--- src/sv/pd_pkg.sv ---
`timescale 1ns / 1ps
// ----------------------------------------------------------------------------
// pd_pkg: shared types and codes for the priority dispatcher
// Beat layouts for commands and results, the stored table entry and the
// control group of the shared priority compare unit.
// ----------------------------------------------------------------------------
package pd_pkg;

  // Command codes
  localparam logic OP_ADD      = 1'b0;
  localparam logic OP_DISPATCH = 1'b1;

  // Result event codes
  localparam logic [2:0] EV_ACCEPTED   = 3'd0;
  localparam logic [2:0] EV_FULL       = 3'd1;
  localparam logic [2:0] EV_STARTED    = 3'd2;
  localparam logic [2:0] EV_TERMINATED = 3'd3;
  localparam logic [2:0] EV_EMPTY      = 3'd4;

  typedef struct packed {
    logic        op;
    logic [15:0] pid;
    logic [7:0]  prio;
    logic [15:0] cpu_time;
  } item_t;

  typedef struct packed {
    logic [2:0]  event_res;
    logic [15:0] out_pid;
    logic [7:0]  out_prio;
    logic [31:0] stamp;
    logic        last;
  } result_t;

  typedef struct packed {
    logic [15:0] pid;
    logic [7:0]  prio;
    logic [15:0] cpu_time;
  } entry_t;

  // Control of the compare unit: a read beat arrives, and whether it is
  // the first entry of the scan.
  typedef struct packed {
    logic sample;
    logic first;
  } scan_ctl_t;

endpackage

--- src/sv/pd_table.sv ---
`timescale 1ns / 1ps
// ----------------------------------------------------------------------------
// pd_table: ready table storage
// Single write port, single read port with registered read data.
// ----------------------------------------------------------------------------
module pd_table
  import pd_pkg::*;
#(
  parameter int DEPTH = 64,
  parameter int AW    = $clog2(DEPTH)
) (
  input  logic          clk,
  input  logic          we,
  input  logic [AW-1:0] waddr,
  input  entry_t        wdata,
  input  logic [AW-1:0] raddr,
  output entry_t        rdata
);

  entry_t mem [DEPTH];

  always_ff @(posedge clk) begin
    if (we) begin
      mem[waddr] <= wdata;
    end
    rdata <= mem[raddr];
  end

endmodule

--- src/sv/pd_pick.sv ---
`timescale 1ns / 1ps
// ----------------------------------------------------------------------------
// pd_pick: shared priority compare unit
// Keeps the best entry seen so far in a scan; on equal priority the later
// entry wins.
// ----------------------------------------------------------------------------
module pd_pick
  import pd_pkg::*;
#(
  parameter int AW = 6
) (
  input  logic          clk,
  input  scan_ctl_t     ctl,
  input  logic [AW-1:0] idx,
  input  entry_t        entry,
  output entry_t        best,
  output logic [AW-1:0] best_idx
);

  logic take;

  assign take = ctl.sample && (ctl.first || (entry.prio >= best.prio));

  always_ff @(posedge clk) begin
    if (take) begin
      best     <= entry;
      best_idx <= idx;
    end
  end

endmodule

--- src/sv/priority_dispatcher_core.sv ---
`timescale 1ns / 1ps
// ----------------------------------------------------------------------------
// priority_dispatcher_core: non-preemptive priority ready table
// Add commands append a process; dispatch commands remove the entry of
// highest priority and report its start and termination times.
// ----------------------------------------------------------------------------
// Add, or dispatch on an empty table: one result beat in the cycle after the
// command is taken; busy stays low, so such commands may follow every cycle.
// Dispatch with entries held: a read scan over all of them, a settle step and a
// locate step, then moves of the entries above the chosen one and a drain step
// when it was not the last, then the started and terminated beats.
// Synchronous reset empties the table and clears the clock; no result stalls.
// ----------------------------------------------------------------------------
module priority_dispatcher_core
  import pd_pkg::*;
#(
  parameter int DEPTH = 64
) (
  input  logic    clk,
  input  logic    rst,
  input  logic    start,
  output logic    busy,
  input  item_t   item,
  output logic    strobe,
  output result_t result
);

  localparam int AW = (DEPTH > 1) ? $clog2(DEPTH) : 1;
  localparam int CW = $clog2(DEPTH + 1);

  // Sequencer states, one-hot.
  typedef enum logic [7:0] {
    S_IDLE   = 8'b0000_0001,
    S_SCAN   = 8'b0000_0010,
    S_SETTLE = 8'b0000_0100,
    S_LOCATE = 8'b0000_1000,
    S_MOVE   = 8'b0001_0000,
    S_DRAIN  = 8'b0010_0000,
    S_START  = 8'b0100_0000,
    S_FINISH = 8'b1000_0000
  } state_t;

  state_t        state;
  logic [CW-1:0] count;
  logic [31:0]   clock_now;
  logic [AW-1:0] ptr;
  logic [AW-1:0] idx_d;
  logic          sample;
  logic          pend;
  logic [AW-1:0] pend_addr;

  logic          we;
  logic [AW-1:0] waddr;
  entry_t        wdata;
  entry_t        rdata;
  entry_t        best;
  logic [AW-1:0] best_idx;
  scan_ctl_t     scan_ctl;
  logic [AW-1:0] count_m1;
  logic          full;
  logic          add_ok;
  logic [31:0]   finish;

  assign busy     = (state != S_IDLE);
  assign count_m1 = AW'(count - CW'(1));
  assign full     = (count == CW'(DEPTH));
  assign finish   = clock_now + 32'(best.cpu_time);

  // An accepted add writes straight from the command beat; during
  // compaction the write port is fed from the read data in the cycle after
  // the read address.
  assign add_ok = (state == S_IDLE) && start && (item.op == OP_ADD) && !full;
  assign we     = add_ok || pend;
  assign waddr  = pend ? pend_addr : count[AW-1:0];
  assign wdata  = pend ? rdata : entry_t'{item.pid, item.prio, item.cpu_time};

  assign scan_ctl.sample = sample;
  assign scan_ctl.first  = (idx_d == '0);

  pd_table #(
    .DEPTH (DEPTH),
    .AW    (AW)
  ) u_table (
    .clk   (clk),
    .we    (we),
    .waddr (waddr),
    .wdata (wdata),
    .raddr (ptr),
    .rdata (rdata)
  );

  pd_pick #(
    .AW (AW)
  ) u_pick (
    .clk      (clk),
    .ctl      (scan_ctl),
    .idx      (idx_d),
    .entry    (rdata),
    .best     (best),
    .best_idx (best_idx)
  );

  always_ff @(posedge clk) begin
    if (rst) begin
      state     <= S_IDLE;
      count     <= '0;
      clock_now <= '0;
      strobe    <= 1'b0;
      pend      <= 1'b0;
      sample    <= 1'b0;
    end else begin
      strobe    <= 1'b0;
      pend      <= (state == S_MOVE);
      sample    <= (state == S_SCAN);
      idx_d     <= ptr;
      unique case (state)
        S_IDLE: begin
          if (start) begin
            if (item.op == OP_ADD) begin
              strobe <= 1'b1;
              result <= result_t'{(full ? EV_FULL : EV_ACCEPTED), item.pid,
                                  item.prio, clock_now, 1'b1};
              if (!full) begin
                count <= count + CW'(1);
              end
            end else if (count == '0) begin
              strobe <= 1'b1;
              result <= result_t'{EV_EMPTY, 16'd0, 8'd0, clock_now, 1'b1};
            end else begin
              ptr   <= '0;
              state <= S_SCAN;
            end
          end
        end
        S_SCAN: begin
          // Read one entry per cycle; the compare unit sees it in the next cycle.
          if (ptr == count_m1) begin
            state <= S_SETTLE;
          end else begin
            ptr <= ptr + AW'(1);
          end
        end
        S_SETTLE: begin
          state <= S_LOCATE;
        end
        S_LOCATE: begin
          // Nothing to close up when the chosen entry was the last one.
          if (best_idx == count_m1) begin
            state <= S_START;
          end else begin
            ptr   <= best_idx + AW'(1);
            state <= S_MOVE;
          end
        end
        S_MOVE: begin
          pend_addr <= ptr - AW'(1);
          if (ptr == count_m1) begin
            state <= S_DRAIN;
          end else begin
            ptr <= ptr + AW'(1);
          end
        end
        S_DRAIN: begin
          state <= S_START;
        end
        S_START: begin
          strobe <= 1'b1;
          result <= result_t'{EV_STARTED, best.pid, best.prio, clock_now, 1'b0};
          count  <= count - CW'(1);
          state  <= S_FINISH;
        end
        S_FINISH: begin
          strobe    <= 1'b1;
          result    <= result_t'{EV_TERMINATED, best.pid, best.prio, finish, 1'b1};
          clock_now <= finish;
          state     <= S_IDLE;
        end
        default: begin
          state <= S_IDLE;
        end
      endcase
    end
  end

  // The fill count never passes the table size.
  a_count_bound : assert property (@(posedge clk) disable iff (rst)
    count <= CW'(DEPTH))
    else $error("entry count beyond table size");

  // An add command always answers with a single final beat next cycle.
  a_add_answer : assert property (@(posedge clk) disable iff (rst)
    (start && !busy && item.op == OP_ADD) |=> (strobe && result.last))
    else $error("add command without final result beat");

  // A started beat is always followed at once by the terminated beat.
  a_start_pair : assert property (@(posedge clk) disable iff (rst)
    (strobe && !result.last) |=> (strobe && result.event_res == EV_TERMINATED))
    else $error("started beat not followed by terminated beat");

  // Compaction only moves entries above the chosen one.
  a_move_above : assert property (@(posedge clk) disable iff (rst)
    (state == S_MOVE) |-> (ptr > best_idx))
    else $error("compaction read below chosen entry");

endmodule
--- config.mk ---
export PLATFORM = sky130hd
export DESIGN_NAME = priority_dispatcher_core
export DESIGN_NICKNAME = d
export VERILOG_FILES = /design/src/sv/pd_pkg.sv /design/src/sv/pd_table.sv /design/src/sv/pd_pick.sv /design/src/sv/priority_dispatcher_core.sv
export SDC_FILE = /design/constraint.sdc
export NUM_CORES = 2
export LEC_CHECK = 0
export BUFFER_PORTS_ARGS = -buffer_cell sky130_fd_sc_hd__buf_2
export CAP_MARGIN = 20
export CORE_MARGIN = 1
export CORE_UTILIZATION = 58
export DETAILED_ROUTE_END_ITERATION = 16
export GPL_ROUTABILITY_DRIVEN = 1
export PLACE_DENSITY = 0.74
export SLEW_MARGIN = 5
export SYNTH_ARGS = -nofsm -noshare
export SYNTH_HDL_FRONTEND = slang
export SYNTH_SLANG_ARGS = --single-unit
--- constraint.sdc ---
create_clock -name clk -period 10.6 [get_ports clk]
set_input_delay 2.12 -clock clk [delete_from_list [all_inputs] [get_ports clk]]
set_output_delay 2.12 -clock clk [all_outputs]
set_load 0.02 [all_outputs]
=== Word level (Yosys, flattened, before mapping) ===
Memory sizes are Yosys's and may differ from the RTL's. A register that Yosys moved wholly into a read port is not among the register bits.
Cells that the tools add are included.

* Reductions and logical operators: 19
* Bitwise operators: 2
* Add/subtract/negate cells: 6
* Equal/unequal tests: 22
* Muxes and demuxes: 30
* Magnitude comparators: 1

{| class="wikitable"
|+ Operators with widths
! operator !! number
|-
| $mux W60 || 3
|-
| $pmux W60 S3 || 1
|-
| $pmux W8 S7 || 1
|-
| $mux W40 || 1
|-
| $mux W8 || 5
|-
| $mux W6 || 6
|-
| $add A32 B16 Y32 || 1
|-
| $mux W7 || 4
|-
| $pmux W6 S3 || 1
|-
| $ne A2 B2 Y1 const B || 7
|-
| $pmux W7 S2 || 1
|-
| $add A6 B1 Y6 const B || 2
|-
| $eq A6 B6 Y1 || 2
|-
| $eq A8 B1 Y1 const B || 1
|-
| $eq A8 B2 Y1 const B || 1
|-
| $eq A8 B3 Y1 const B || 1
|-
| $eq A8 B4 Y1 const B || 1
|-
| $eq A8 B5 Y1 const B || 1
|-
| $eq A8 B6 Y1 const B || 1
|-
| $eq A8 B7 Y1 const B || 1
|-
| $eq A8 B8 Y1 const B || 1
|-
| $ge A8 B8 Y1 || 1
|-
| $ne A8 B1 Y1 const B || 1
|-
| $reduce_and A4 Y1 || 2
|-
| 20 further kinds || 33
|}

* Output and inout bits: 62
* Input bits: 44
* Bits in writable memories: 2560
* Register bits after elaboration: 174
* Word-level logic and storage cells: 99
* Memories kept: 1

{| class="wikitable"
|+ Memory list
! name !! words !! width !! read ports !! clocked after memory_dff !! wr ports !! RTL line !! RTL
|-
| u_table.mem || 64 || 40 || 1 || 1 || 1 || pd_table.sv:20 || <nowiki>entry_t mem [DEPTH];</nowiki>
|}

=== Logic depth before layout (Yosys ltp) ===
* Depth after elaboration: 7
* Depth in mapped cells: 11
* Mapped depth without buffers: 9

=== Hierarchy ===
From an unflattened synthesis, not the netlist that was laid out.

* Cells, all modules: 4976
* Area total of the unflattened synthesis: 106442.1 um^2

{| class="wikitable"
|+ Modules (own cells, without submodules)
! module !! times used !! area each (um^2) !! cells an instance !! seq. area each (um^2)
|-
| pd_table || 1 || 97836.3 || 4195 || 77674.5
|-
| priority_dispatcher_core || 1 || 7021.7 || 706 || 3343.2
|-
| pd_pick || 1 || 1584.0 || 75 || 1381.3
|}

=== Least setup slack after synthesis ===
Ideal clock, no wire load.

* Path kind: input-to-reg
* Start: input port rst
* End: register result[0] in the netlist's numbering, enable pin
* Data required time: 10.122 ns
* Path buffers: 2
* Stages: 3
* Data arrival time: 5.060 ns
* Library setup time: 0.478 ns
* Slack: 5.062 ns
* Cell sequence: clkbuf_1 > clkbuf_1 > nor2_1

* Longest elaborated chain between the ends: 2

{| class="wikitable"
|+ RTL lines
! element !! RTL line !! RTL
|-
| from (decl) || priority_dispatcher_core.sv:20 || <nowiki>input logic rst,</nowiki>
|-
| $not A1 Y1 (no source line) || -- ||
|-
| $reduce_and A4 Y1 (no source line) || -- ||
|-
| to (signal assigned) || priority_dispatcher_core.sv:121 || <nowiki>result <= result_t'{(full ? EV_FULL : EV_ACCEPTED), item.pid,</nowiki>
|-
| to (signal assigned) || priority_dispatcher_core.sv:128 || <nowiki>result <= result_t'{EV_EMPTY, 16'd0, 8'd0, clock_now, 1'b1};</nowiki>
|-
| to (signal assigned) || priority_dispatcher_core.sv:168 || <nowiki>result <= result_t'{EV_STARTED, best.pid, best.prio, clock_now, 1'b0};</nowiki>
|-
| to (decl) || priority_dispatcher_core.sv:25 || <nowiki>output result_t result</nowiki>
|}

No other way between the ends.
A chain may end at the register's enable or synchronous reset.

=== Worst setup path in the final report ===
* Start: input port start
* End: memory u_table.mem[45][18] in the netlist's numbering, enable pin

* Longest elaborated chain between the ends: 6

{| class="wikitable"
|+ RTL lines
! element !! RTL line !! RTL
|-
| from (decl) || priority_dispatcher_core.sv:21 || <nowiki>input logic start,</nowiki>
|-
| $logic_and A1 B1 Y1 (3 in series) || priority_dispatcher_core.sv:72 || <nowiki>assign add_ok = (state == S_IDLE) && start && (item.op == OP_ADD) && !full;</nowiki>
|-
| $logic_or A1 B1 Y1 || priority_dispatcher_core.sv:73 || <nowiki>assign we = add_ok || pend;</nowiki>
|-
| $mux W1 || pd_table.sv:23 || <nowiki>if (we) begin</nowiki>
|-
| $mux W1 (not written as such) || pd_table.sv:24 || <nowiki>mem[waddr] <= wdata;</nowiki>
|-
| to (decl) || pd_table.sv:20 ||
|}

No other way between the ends.

==> impl_metrics.py <==
metrics = {
    "timing": {
        "period_share_pct": 44.5,
        "rsz0062_at_grt": "no",
        "finalSetupViolations": 0,
        "fin_tns_setup_ns": 0,
        "worst_slack_ns": 5.88,
        "fmax_mhz": 212,
        "hold_violations": 0,
        "worst_pin_slew_ns": 1.31,
        "holdWs_ns": 0.427,
        "clock_skew_ns": 0.0552,
        "final_max_slew_viol_count": 0,
        "layout_min_cycle_time_ns": 4.72,
        "max-slew-margin-rel_pct": 12.4,
    },
    "die": {
        "die_h_um": 431,
        "io_pins": 106,
        "dieWidth_um": 431,
        "dieArea_sq_um": 186000,
        "coreArea_sq_um": 183000,
        "start_util_pct": 58.4,
        "fp-row-count": 157,
    },
    "run_status": {
        "outcome": "finished, final reports clean",
    },
    "worst_setup_path": {
        "cp_cell_sequence": "buf_2 -> inv_1 -> nor2_1 -> nand4_1 -> o21ai_1 -> nand2_1 -> nor2_4 -> buf_4",
        "worstSetupStartpointType": "primary input",
        "regToRegStartpoint": "ptr[2]",
        "startpoint": "start",
        "worst-path-max-fanout": 22,
        "required_ns": 11.16,
        "max_stage_delay_ns": 0.86,
        "path_buf_inv": 3,
        "crit_arrival_ns": 5.28,
        "crit_slowest_cell": "nor2_4",
        "critPathKind": "in2reg",
        "crit_path_end_kind": "flop",
        "path_delay_family": "simple AND/OR/NAND/NOR gates",
    },
    "power_and_ir_drop": {
        "p_sw_w": 0.00615,
        "intPower_w": 0.0190,
        "clkPwrFrac_pct": 38.2,
        "switching_share_pct": 24.4,
        "seq_power_share_pct": 49.3,
        "powerDensity_nw_per_um2": 210,
        "combPwrFrac_pct": 12.5,
        "p_leak_nw": 37.9,
        "ir_drop_mv": 0.177,
    },
    "placed_design": {
        "dp_cells": 7336,
        "dp_hpwl_um": 145000,
        "place_congestion": 0.845,
        "dp_worst_setup_slack_ns": 5.04,
        "dpl_cell_area_sq_um": 111000,
        "portBuffers": 105,
    },
    "synth": {
        "syn_nets": 4947,
        "synthTopCellsByArea": "edfxtp_1 76%, mux4_2 14%, dfxtp_1 1.7%, mux2i_1 1.4%, o221ai_1 0.59%",
        "yosysSeqAreaShare_pct": 77.2,
        "synth.avg_cell_area_sq_um": 21.9,
        "synth-xor-area-share_pct": 0.435,
        "ys_ff_latch": 2774,
        "synth_edf_count": 2684,
        "synthArstFlopShare_pct": 0,
        "synth_mux_area_share_pct": 16.2,
        "ys_types": 77,
        "postSynthCellCount": 4874,
        "synth_simple_gate_area_share_pct": 1.91,
        "synth_area_sq_um": 107000,
        "yosysTopAreaCell": "edfxtp_1",
        "synth.top_cell.area_share_pct": 75.5,
        "synth-main-ff-cell": "edfxtp_1",
        "ys_warn_count": 0,
        "synth-compound-area-share_pct": 2.69,
        "synth_top_family_by_area": "multiplexers",
        "synth_fa_ha_area_share_pct": 0.347,
    },
    "cts": {
        "htree_levels": 5,
        "path_clk_slew_ns": 0.06,
        "cts_tree": "done",
        "clockBufferDepth": 4,
        "clockRootBuffer": "clkbuf_16",
        "clock-sinks": 2774,
        "clk_latency_ns": 0.92,
        "postCtsSetupBuffers": 0,
        "cts-hold-fix-buffers": 0,
        "cts-buffers-inserted": 286,
        "postCtsResizedCells": 0,
    },
    "finish": {
        "fill_cells": 11300,
        "drive_above_1_share_pct": 27.4,
        "instances_no_fill": 7833,
        "layout_common_cells": "2684 x edfxtp_1, 680 x mux4_2, 293 x clkbuf_16",
        "regArea_sq_um": 82400,
        "area_growth_pct": 12.2,
        "mostFrequentLayoutCell": "edfxtp_1",
        "stdcell_area_sq_um": 120000,
        "multi_input_area_sq_um": 23500,
        "nets": 5235,
    },
    "job": {
        "max_cap_viol_count": 0,
    },
    "detailed_routing": {
        "drt_iter0_markers": 7626,
        "wl_per_cell_um": 34.4,
        "first_pass_iters": 8,
        "vias": 53100,
        "routed_wl_um": 269000,
        "ant_nets": 0,
        "routed_via_density": 6.78,
        "drc": 0,
    },
    "grt": {
        "grt_use_met3_pct": 5.78,
        "use_met2_pct": 46.3,
        "grt_pass1_vias": 52800,
        "grt_antenna_before_repair": 9,
        "track_usage_pct": 29.3,
        "grt_pass1_wl_um": 382000,
        "grt_overflow": 0,
        "use_met1_pct": 40.1,
        "grt_busiest_layer": "met2",
        "grt_max_degree": 131,
    },
    "worst_hold_path": {
        "hold_path_class": "reg2reg",
        "worstHoldStart": "u_table.rdata[37]",
    },
}
## synth_stat cells, types with 28 or more instances
cell type / number
nand2_1: 139
a22oi_1: 30
nor3_1: 33
o221ai_1: 72
ha_1: 28
xnor2_1: 39
dfxtp_1: 90
buf_2: 81
o21ai_0: 65
o22ai_1: 78
a21oi_1: 88
mux4_2: 680
edfxtp_1: 2684
clkbuf_1: 128
nor2_1: 127
mux2i_1: 145
inv_1: 34
mux2_2: 44
## per-layer routing
layer  part of all wire, %  routed length (um)  vias to the layer above
met3                    10               27200                      491
met5                     0                   0                        -
met4                   4.7               12500                        0
met1                    37               98600                    28000
met2                    49              131000                     3481
li1                      -                   -                    21100
## kinds of logic (layout without fill, tap and decap cells)
group,count (synthesis),after routing
other,0,6
AO/OA/AOI/OAI,424,424
AND/OR/NAND/NOR,428,428
flip-flops,2774,2774
XOR/XNOR,53,53
multiplexers,871,871
adder cells (fa/ha/maj),29,29
buffers and inverters,295,784
## worst reg2reg max path: cells and delay by family (launching register included)
| family | cells | cell delay (ns) |
|---|---|---|
| AOI/OAI and AO/OA | 4 | 1.42 |
| buffers and inverters | 4 | 2.36 |
| DFF | 1 | 0.32 |
| and+or+nand+nor | 1 | 0.41 |
## final timing paths
check | endpoint | slack, ns | depth (start not counted)
setup / recovery | u_table.mem[45][18] | 5.88 | 8
hold / removal | u_pick.best[37] | 0.43 | 0
setup reg to reg | u_table.rdata[39] | 5.93 | 9
hold reg to reg | u_pick.best[37] | 0.43 | 0
## power groups by stage
| stage | registers (W) | logic [W] | clock network, W |
|---|---|---|---|
| floorplan | 0.0125 | 0.00198 | 0 |
| global placement | 0.0126 | 0.00305 | 0 |
| detailed placement | 0.0126 | 0.00309 | 0 |
| CTS | 0.0124 | 0.00313 | 0.00968 |
| global route | 0.0124 | 0.00325 | 0.0101 |
| finish | 0.0124 | 0.00314 | 0.00960 |
## per-stage QoR
stage | utilization, % | total power [W]
5_1_grt | 65.5 | 0.0257
2_1_floorplan | - | 0.0145
4_1_cts | 65.5 | 0.0252
3_3_place_gp | 60.6 | 0.0157
3_5_place_dp | 60.7 | 0.0157
6_report | 65.5 | 0.0251
## sequential cells by signal (all words and copies together), names as in the netlist
register,flops
u_table.rdata,40
u_pick.best,40
ptr,6
sample,1
strobe,1
idx_d,6
pend_addr,6
u_table.mem,2560
state,8
clock_now,32
pend,1
u_pick.best_idx,6
count,7
result,60
## layout make-up
class	instances	area share [%]
flip-flops and latches	2774	68.8
multi-input cells	1805	19.7
clock buffers	353	6.39
well taps	2464	2.57
repair buffers	259	1.50
clock inverters	136	0.947
inverters	36	0.113
diodes	6	0.0125
Note: power is estimated with default switching activity, not from simulation.
